$ cat src/sv/dqpc_pkg.sv
package dqpc_pkg;

  // Ring size; ring arithmetic wraps on the address bits, so DEPTH is a power of two
  localparam int DEPTH     = 256;
  localparam int WORD_BITS = 32;

  localparam int ADDR_BITS = $clog2(DEPTH);
  localparam int CNT_BITS  = $clog2(DEPTH + 1);

  // Channel field widths
  localparam int OP_BITS       = 2;
  localparam int IN_WORD_BITS  = 32;
  localparam int LEN_BITS      = 9;
  localparam int OUT_WORD_BITS = 32;
  localparam int STAT_BITS     = 2;
  localparam int OCC_BITS      = 9;

  // Width for the room check: count plus requested length
  localparam int SUM_BITS = ((CNT_BITS > LEN_BITS) ? CNT_BITS : LEN_BITS) + 1;

  typedef enum logic [OP_BITS-1:0] {
    OP_PUSH_FRONT  = 2'd0,
    OP_PUSH_BACK   = 2'd1,
    OP_POP_FRONT   = 2'd2,
    OP_COPY_PREFIX = 2'd3
  } op_t;

  typedef enum logic [STAT_BITS-1:0] {
    ST_OK      = 2'd0,
    ST_EMPTY   = 2'd1,
    ST_TOO_FEW = 2'd2,
    ST_FULL    = 2'd3
  } status_t;

  // Controller to word store
  typedef struct packed {
    logic                 wr_en;
    logic [ADDR_BITS-1:0] wr_addr;
    logic [WORD_BITS-1:0] wr_data;
    logic                 rd_en;
    logic [ADDR_BITS-1:0] rd_addr;
  } mem_req_t;

  // Controller to result register
  typedef struct packed {
    logic                     valid;
    logic [OUT_WORD_BITS-1:0] popped_word;
    status_t                  status;
    logic [OCC_BITS-1:0]      occupancy;
  } res_t;

endpackage

$ cat src/sv/dqpc_if.sv
interface dqpc_in_if;
  logic                              valid;
  logic                              ready;
  logic [dqpc_pkg::OP_BITS-1:0]      operation;
  logic [dqpc_pkg::IN_WORD_BITS-1:0] data_word;
  logic [dqpc_pkg::LEN_BITS-1:0]     prefix_len;

  modport source (output valid, operation, data_word, prefix_len, input ready);
  modport sink   (input valid, operation, data_word, prefix_len, output ready);
endinterface


$ cat src/sv/dqpc_ctrl.sv
module dqpc_ctrl (
  input  logic                           clk,
  input  logic                           rst_n,
  dqpc_in_if.sink                        in_ch,
  input  logic                           out_free,
  input  logic [dqpc_pkg::WORD_BITS-1:0] rd_data,
  output dqpc_pkg::mem_req_t             mem_req,
  output dqpc_pkg::res_t                 res
);

  typedef enum logic [2:0] {
    S_IDLE = 3'b001,
    S_POP  = 3'b010,
    S_COPY = 3'b100
  } state_t;

  state_t                          state_r, state_nxt;
  logic [dqpc_pkg::ADDR_BITS-1:0]  front_r, front_nxt;
  logic [dqpc_pkg::CNT_BITS-1:0]   count_r, count_nxt;
  logic [dqpc_pkg::ADDR_BITS-1:0]  src_r, src_nxt;
  logic [dqpc_pkg::CNT_BITS-1:0]   k_r, k_nxt;
  logic [dqpc_pkg::CNT_BITS-1:0]   rd_i_r, rd_i_nxt;
  logic [dqpc_pkg::CNT_BITS-1:0]   wr_i_r, wr_i_nxt;
  logic                            rd_pend_r, rd_pend_nxt;

  logic                            accept;
  logic                            is_full;
  logic [dqpc_pkg::SUM_BITS-1:0]   cnt_ext;
  logic [dqpc_pkg::SUM_BITS-1:0]   len_ext;
  logic [dqpc_pkg::CNT_BITS-1:0]   wr_i_inc;
  logic [dqpc_pkg::WORD_BITS-1:0]  in_word;

  assign in_ch.ready = (state_r == S_IDLE) && out_free;
  assign accept      = in_ch.valid && in_ch.ready;
  assign is_full     = (count_r == dqpc_pkg::CNT_BITS'(dqpc_pkg::DEPTH));
  assign cnt_ext     = dqpc_pkg::SUM_BITS'(count_r);
  assign len_ext     = dqpc_pkg::SUM_BITS'(in_ch.prefix_len);
  assign wr_i_inc    = wr_i_r + 1'b1;
  assign in_word     = dqpc_pkg::WORD_BITS'(in_ch.data_word);

  // Next-state and store access
  always_comb begin
    state_nxt   = state_r;
    front_nxt   = front_r;
    count_nxt   = count_r;
    src_nxt     = src_r;
    k_nxt       = k_r;
    rd_i_nxt    = rd_i_r;
    wr_i_nxt    = wr_i_r;
    rd_pend_nxt = 1'b0;
    mem_req     = '0;
    res         = '0;

    unique case (state_r)
      S_IDLE: begin
        if (accept) begin
          res.valid  = 1'b1;
          res.status = dqpc_pkg::ST_OK;
          unique case (dqpc_pkg::op_t'(in_ch.operation))
            dqpc_pkg::OP_PUSH_FRONT: begin
              if (is_full) begin
                res.status = dqpc_pkg::ST_FULL;
              end else begin
                front_nxt       = front_r - 1'b1;
                count_nxt       = count_r + 1'b1;
                mem_req.wr_en   = 1'b1;
                mem_req.wr_addr = front_r - 1'b1;
                mem_req.wr_data = in_word;
              end
            end
            dqpc_pkg::OP_PUSH_BACK: begin
              if (is_full) begin
                res.status = dqpc_pkg::ST_FULL;
              end else begin
                count_nxt       = count_r + 1'b1;
                mem_req.wr_en   = 1'b1;
                mem_req.wr_addr = front_r + count_r[dqpc_pkg::ADDR_BITS-1:0];
                mem_req.wr_data = in_word;
              end
            end
            dqpc_pkg::OP_POP_FRONT: begin
              if (count_r == '0) begin
                res.status = dqpc_pkg::ST_EMPTY;
              end else begin
                // result goes out once the read data is back
                res.valid       = 1'b0;
                mem_req.rd_en   = 1'b1;
                mem_req.rd_addr = front_r;
                front_nxt       = front_r + 1'b1;
                count_nxt       = count_r - 1'b1;
                state_nxt       = S_POP;
              end
            end
            default: begin
              // copy prefix: checks in priority order
              if (in_ch.prefix_len == '0) begin
                res.status = dqpc_pkg::ST_OK;
              end else if (cnt_ext < len_ext) begin
                res.status = dqpc_pkg::ST_TOO_FEW;
              end else if ((cnt_ext + len_ext) >
                           dqpc_pkg::SUM_BITS'(dqpc_pkg::DEPTH)) begin
                res.status = dqpc_pkg::ST_FULL;
              end else begin
                res.valid = 1'b0;
                src_nxt   = front_r;
                k_nxt     = dqpc_pkg::CNT_BITS'(in_ch.prefix_len);
                front_nxt = front_r - dqpc_pkg::ADDR_BITS'(in_ch.prefix_len);
                count_nxt = dqpc_pkg::CNT_BITS'(cnt_ext + len_ext);
                rd_i_nxt  = '0;
                wr_i_nxt  = '0;
                state_nxt = S_COPY;
              end
            end
          endcase
          res.occupancy = dqpc_pkg::OCC_BITS'(count_nxt);
        end
      end

      S_POP: begin
        res.valid       = 1'b1;
        res.status      = dqpc_pkg::ST_OK;
        res.popped_word = dqpc_pkg::OUT_WORD_BITS'(rd_data);
        res.occupancy   = dqpc_pkg::OCC_BITS'(count_r);
        state_nxt       = S_IDLE;
      end

      S_COPY: begin
        // read source word i while writing word i-1; regions never overlap
        if (rd_i_r != k_r) begin
          mem_req.rd_en   = 1'b1;
          mem_req.rd_addr = src_r + rd_i_r[dqpc_pkg::ADDR_BITS-1:0];
          rd_i_nxt        = rd_i_r + 1'b1;
          rd_pend_nxt     = 1'b1;
        end
        if (rd_pend_r) begin
          mem_req.wr_en   = 1'b1;
          mem_req.wr_addr = front_r + wr_i_r[dqpc_pkg::ADDR_BITS-1:0];
          mem_req.wr_data = rd_data;
          wr_i_nxt        = wr_i_inc;
          if (wr_i_inc == k_r) begin
            res.valid     = 1'b1;
            res.status    = dqpc_pkg::ST_OK;
            res.occupancy = dqpc_pkg::OCC_BITS'(count_r);
            state_nxt     = S_IDLE;
          end
        end
      end

      default: begin
        state_nxt = S_IDLE;
      end
    endcase
  end

  // Control state
  always_ff @(posedge clk) begin
    if (!rst_n) begin
      state_r   <= S_IDLE;
      front_r   <= '0;
      count_r   <= '0;
      rd_pend_r <= 1'b0;
    end else begin
      state_r   <= state_nxt;
      front_r   <= front_nxt;
      count_r   <= count_nxt;
      rd_pend_r <= rd_pend_nxt;
    end
  end

  // Copy bookkeeping
  always_ff @(posedge clk) begin
    src_r  <= src_nxt;
    k_r    <= k_nxt;
    rd_i_r <= rd_i_nxt;
    wr_i_r <= wr_i_nxt;
  end

endmodule

$ cat src/flat_wrapper.sv
// flat-port wrapper written by rule: the top's interface ports become plain ports
module dqpc_ctrl_flat 
  (clk, rst_n, out_free, rd_data, mem_req, res, in_ch_valid, in_ch_operation, in_ch_data_word, in_ch_prefix_len, in_ch_ready);
  dqpc_in_if in_ch_i ();
  input  logic clk;
  input  logic rst_n;
  input  logic out_free;
  input  logic [dqpc_pkg::WORD_BITS-1:0] rd_data;
  output dqpc_pkg::mem_req_t mem_req;
  output dqpc_pkg::res_t res;
  input wire logic [$bits(in_ch_i.valid)-1:0] in_ch_valid;
  input wire logic [$bits(in_ch_i.operation)-1:0] in_ch_operation;
  input wire logic [$bits(in_ch_i.data_word)-1:0] in_ch_data_word;
  input wire logic [$bits(in_ch_i.prefix_len)-1:0] in_ch_prefix_len;
  output wire logic [$bits(in_ch_i.ready)-1:0] in_ch_ready;
  assign in_ch_i.valid = in_ch_valid;
  assign in_ch_i.operation = in_ch_operation;
  assign in_ch_i.data_word = in_ch_data_word;
  assign in_ch_i.prefix_len = in_ch_prefix_len;
  assign in_ch_ready = in_ch_i.ready;
  dqpc_ctrl u_core (.clk(clk), .rst_n(rst_n), .in_ch(in_ch_i), .out_free(out_free), .rd_data(rd_data), .mem_req(mem_req), .res(res));
endmodule
$ cat config.mk
export PLATFORM = sky130hd
export DESIGN_NAME = dqpc_ctrl_flat
export DESIGN_NICKNAME = d
export VERILOG_FILES = /design/src/sv/dqpc_pkg.sv /design/src/sv/dqpc_if.sv /design/src/sv/dqpc_ctrl.sv /design/src/flat_wrapper.sv
export SDC_FILE = /design/constraint.sdc
export NUM_CORES = 1
export LEC_CHECK = 0
export BUFFER_PORTS_ARGS = -buffer_cell sky130_fd_sc_hd__clkbuf_2
export CORE_MARGIN = 4
export CORE_UTILIZATION = 45
export DETAILED_ROUTE_END_ITERATION = 6
export GPL_TIMING_DRIVEN = 0
export PLACE_DENSITY = 0.73
export SLEW_MARGIN = 5
export SYNTH_ARGS = -nofsm -noshare
export SYNTH_HDL_FRONTEND = slang
export SYNTH_SLANG_ARGS = --single-unit
export TNS_END_PERCENT = 10
$ cat constraint.sdc
create_clock -name clk -period 3.8 [get_ports clk]
set_input_delay 0.57 -clock clk [delete_from_list [all_inputs] [get_ports clk]]
set_output_delay 0.57 -clock clk [all_outputs]
set_load 0.01 [all_outputs]
# [Word level (Yosys, flattened, before mapping)]
# Cells that the tools add are included.
[classes] addsub=11 magnitude_cmp=2 n_eq_ne=26 muxes=60 bitwise=5 n_reduce_logical=15
[ops] cell="$mux W9" n=16
[ops] cell="$mux W41" n=3
[ops] cell="$pmux W50 S2" n=1
[ops] cell="$pmux W41 S2" n=1
[ops] cell="$pmux W9 S2" n=3
[ops] cell="$mux W50" n=1
[ops] cell="$mux W8" n=5
[ops] cell="$pmux W11 S3" n=1
[ops] cell="$mux W32" n=1
[ops] cell="$add A9 B1 Y9 const B" n=3
[ops] cell="$add A8 B8 Y8" n=3
[ops] cell="$pmux W8 S3" n=1
[ops] cell="$mux W11" n=2
[ops] cell="$mux W3" n=7
[ops] cell="$ne A3 B3 Y1 const B" n=7
[ops] cell="$logic_not A9 Y1" n=2
[ops] cell="$reduce_and A8 Y1" n=2
[ops] cell="$ne A2 B2 Y1 const B" n=7
[ops] cell="$reduce_and A7 Y1" n=2
[ops] cell="$pmux W3 S2" n=2
[ops] cell="$add A9 B9 Y10" n=1
[ops] cell="$gt A10 B9 Y1 const B" n=1
[ops] cell="$eq A9 B9 Y1" n=1
[ops] cell="$eq A9 B9 Y1 const B" n=1
[ops] cell="25 further kinds" n=45
[word_totals] register_bits=56 input_bits=79 out_inout_bits=95 word_cells=127

# [Depth between registers and ports, before layout]
[logic_depth] ltp_word=8 mapped_depth=15 ltp_nobuf=14

# [Worst setup path after synthesis]
# OpenSTA, ideal clock, no wires.
[synth_path] path_type="input port to flip-flop" start="in in_ch_operation[1]" end="reg u_core.front_r[7] in the netlist's numbering" setup_time_ps=125 t_arrival_ps=3565 required_time_ps=3675 slack_ps=109 stages=14 n_path_buf=2 cell_sequence="clkbuf_1 > clkinv_1 > nor2_1 > clkbuf_1 > nor2_1 > ha_1 > and3_1 > a2111oi_0 > o21bai_1 > a21oi_1 > xnor2_1 > xnor2_1 > a221oi_1 > a21oi_1"
[synth_between] elab_chain_len=3
[synth_rtl] element="start, declared" line_no="flat_wrapper.sv:12" rtl="input wire logic [$bits(in_ch_i.operation)-1:0] in_ch_operation;"
[synth_rtl] element="$eq A2 B2 Y1 (tied with other cells)" line_no="dqpc_ctrl.sv:59" rtl="unique case (dqpc_pkg::op_t'(in_ch.operation))"
[synth_rtl] element="$ne A3 B3 Y1 (no source line) (tied with other cells)"
[synth_rtl] element="$reduce_and A8 Y1 (no source line)"
[synth_rtl] element="end signal, assigned" line_no="dqpc_ctrl.sv:164" rtl="front_r <= front_nxt;"
[synth_rtl] element="end, declared" line_no="dqpc_ctrl.sv:18" rtl="logic [dqpc_pkg::ADDR_BITS-1:0] front_r, front_nxt;"
# Several ways; a longest one is shown, not always the timed one.
# A chain may end at the register's enable or synchronous reset.

==> impl_metrics.tcl <==
set metrics [dict create \
    finalPower_uw 1748 \
    worst_pin_slew_ns 1.011 \
    initial_core_util_pct 45.99 \
    peakVddDrop_mv 0.1647 \
    ys_ff_latch 56 \
    io_pins 174 \
    r2r-end "u_core.rd_i_r[7]" \
    syn_area_per_cell_um2 8.319 \
    antenna_found_initial 0 \
    port_buffers 173 \
    setup_viol 7 \
    via_count 6617 \
    slew_violations 0 \
    yosys.area.top_type "edfxtp_1" \
    synth_edf_count 35 \
    slew_headroom_pct 32.44 \
    hold_start "u_core.front_r[7]" \
    net-switching-power_uw 589.5 \
    period_minus_slack_ns 3.876 \
    clock_sink_count 56 \
    htreeDepth 2 \
    synth_area_leaders "edfxtp_1 17%, ha_1 11%, dfxtp_1 6.9%, xnor2_1 6.6%, a22o_1 5.9%" \
    dp_slack_ns -0.6474 \
    synth-seq-area-share_pct 24.06 \
    synthToLayoutAreaGrowth_pct 28.55 \
    track_usage_pct 26.07 \
    async_flop_share_pct 0 \
    hp-class "flop to flop" \
    reg2reg_slack_ns 0.35 \
    path_buf_inv 4 \
    worst_path_largest_cell_delay_ns 0.48 \
    rsz0062_at_grt "yes" \
    synth_nets 871 \
    r2r_start "u_core.count_r[1]" \
    crit_required_ns 3.23 \
    fp.dieH_um 124.6 \
    ys_types 77 \
    overflow 0 \
    clock_latency_ns 0.31 \
    hold_violations 0 \
    dp_hpwl_um 16250 \
    drive_gt1_share_pct 28.65 \
    dr.pass1.iters 5 \
    layout.nets 1074 \
    dpl-instance-area_um2 7201 \
    ctsRootBufferMaster "clkbuf_16" \
    reg2regPathDepth 13 \
    routed_wl_um 21600 \
    drc_errors 0 \
    crit_type "flop to output pin" \
    hold_path_depth 0 \
    path_clk_slew_ns 0.08 \
    fin_ws_ns -0.07605 \
    fmax_mhz 258.0 \
    violations "setup timing" \
    synth_flop_cell "edfxtp_1" \
    ys_top_cells_by_count "70 x nor2_1, 52 x ha_1, 47 x a21oi_1" \
    rows 42 \
    nFillCells 1230 \
    grt_pass1_wl_um 33440 \
    yosysMostFrequentCell "nor2_1" \
    status "finished, violations left" \
    cap_violations 0 \
    coreArea_um2 13300 \
    p_int_uw 1159 \
    crit_path_start_kind "flop" \
    grt_max_degree 18 \
    critPathSlowestCell "o41a_4" \
    leakagePower_uw 0.003613 \
    crit_path_end_kind "output pin" \
    synthCells 735 \
    finalInstanceArea_um2 7860 \
    wl_per_cell_um 19.37 \
    dieArea_um2 15520 \
    synth_warnings 0 \
    vias_per_cell 5.935 \
    ant_nets 0 \
    synth_top_cell_area_share_pct 17.19 \
    clockBufferDepth 2 \
    period_share_pct 102.0 \
    drt_iter0_markers 672 \
    p_comb_share_pct 33.0 \
    grt_pass1_vias 6316 \
    power.density_nw_per_um2 222.4 \
    synth_area_um2 6115 \
    antennaDiodeCount 0 \
    crit_family "compound AO/OA/AOI/OAI gates" \
    min_to "u_core.src_r[7]" \
    die_w_um 124.6 \
    worstPathArrival_ns 3.31 \
    pwr-share-clk_pct 28.4 \
    pwr-share-seq_pct 38.6 \
    gp_congestion 0.9647 \
    cts_tree "built" \
    fin_worst_skew_ns 0.01259 \
    cts_buffers 5 \
    crit_path_max_fanout 8 \
    crit_chain "buf_8 > clkinvlp_4 > fa_2 > o21bai_4 > a211oi_2 > o21bai_1 > xnor2_2 > o41a_4 > buf_4 > a2111oi_4 > o22ai_1 > buf_2" \
    switching_share_pct 33.72 \
]
==> placed cells by master, fill, tap and decap left out, types with 6 or more instances in the layout <==
| cell | n |
|---|---|
| nand2_1 | 39 |
| xor2_1 | 30 |
| nor2_1 | 67 |
| inv_1 | 24 |
| o21ai_0 | 28 |
| edfxtp_1 | 35 |
| o211ai_1 | 6 |
| ha_4 | 6 |
| o21ai_1 | 7 |
| nand2b_1 | 6 |
| and2_1 | 37 |
| nor3_1 | 19 |
| o22ai_1 | 11 |
| nor2b_1 | 8 |
| nor4_1 | 7 |
| nand3_1 | 21 |
| clkbuf_2 | 169 |
| a21o_1 | 16 |
| a22o_1 | 41 |
| xnor2_1 | 44 |
| and3_1 | 17 |
| clkbuf_1 | 27 |
| a21oi_1 | 44 |
| dfxtp_1 | 14 |
| buf_4 | 21 |
| ha_1 | 45 |
==> routing by layer <==
layer / global-route usage (%) / vias to the layer above / wire length [µm]
met2: 41.98 / 287 / 10220
met4: 7.479 / 0 / 583
met1: 36.17 / 3151 / 9310
met5: 0 / - / 0
met3: 4.117 / 52 / 1486
li1: - / 3127 / -
==> power by group through the flow <==
stage	registers [µW]	logic, µW	clock network (µW)
after global routing	675	627	516
final	674	577	497
after detailed placement	689	476	0
after CTS	673	521	493
after floorplan	676	326	0
after global placement	689	472	0
==> through the flow <==
stage | hold slack [ns] | TNS [ns] | std cells | utilization [%]
after detailed placement | 0.4117 | -8.135 | 1084 | 54.16
after global placement | 0.4101 | -7.817 | 1084 | 54.16
final | 0.4411 | -0.1466 | 1115 | 59.12
after floorplan | 0.4064 | 0 | 735 | -
after CTS | 0.4377 | 0 | 1107 | 57.47
after global routing | 0.4530 | -1.370 | 1115 | 59.12
==> worst max-delay path by stage <==
stage / start / to / slack [ns] / cells after the start
2_1_floorplan: in_ch_operation[1] / u_core.front_r[7] / 0.11 / 14
3_3_place_gp: in_ch_operation[1] / u_core.front_r[7] / -0.67 / 15
3_5_place_dp: in_ch_operation[1] / u_core.front_r[7] / -0.65 / 15
4_1_cts: in_ch_prefix_len[1] / res[6] / 0.009 / 12
5_1_grt: u_core.count_r[1] / res[6] / -0.20 / 12
6_report: u_core.count_r[1] / res[6] / -0.08 / 12
==> state kept, by name, summed over array words and instances, names as in the netlist <==
name,cells
u_core.count_r,9
u_core.front_r,8
u_core.k_r,9
u_core.rd_i_r,9
u_core.rd_pend_r,1
u_core.src_r,8
u_core.state_r,3
u_core.wr_i_r,9
==> what timing repair did <==
item                                    CTS  global route
gates cloned                              1             0
endpoints found under the hold margin     0             0
buffers inserted                         15             8
gates resized for setup                  42            41
hold buffers                              0             0
pin swaps                                13            15
endpoints found under the setup margin   69            42
==> logic make-up after synthesis <==
family,count (synthesis),synth area share [%]
AO/OA/AOI/OAI,221,26.23
XOR/XNOR,78,11.52
adder cells (fa/ha/maj),57,12.28
buffers and inverters,62,3.888
flip-flops,56,24.06
multiplexers,3,0.4911
AND/OR/NAND/NOR,258,21.53
==> area by class of cell <==
type	count	area [µm²]	share of cell area [%]
Sequential cell	56	1490	18.96
Buffer	30	126.4	1.608
Tap cell	176	220.2	2.802
Clock buffer	6	138.9	1.767
Clock inverter	2	13.76	0.1751
Multi-Input combinational cell	617	4664	59.34
Inverter	31	136.4	1.735
Timing Repair Buffer	196	1061	13.50
Timing Repair inverter	1	8.758	0.1114
Note: power is estimated with default switching activity, not from simulation.
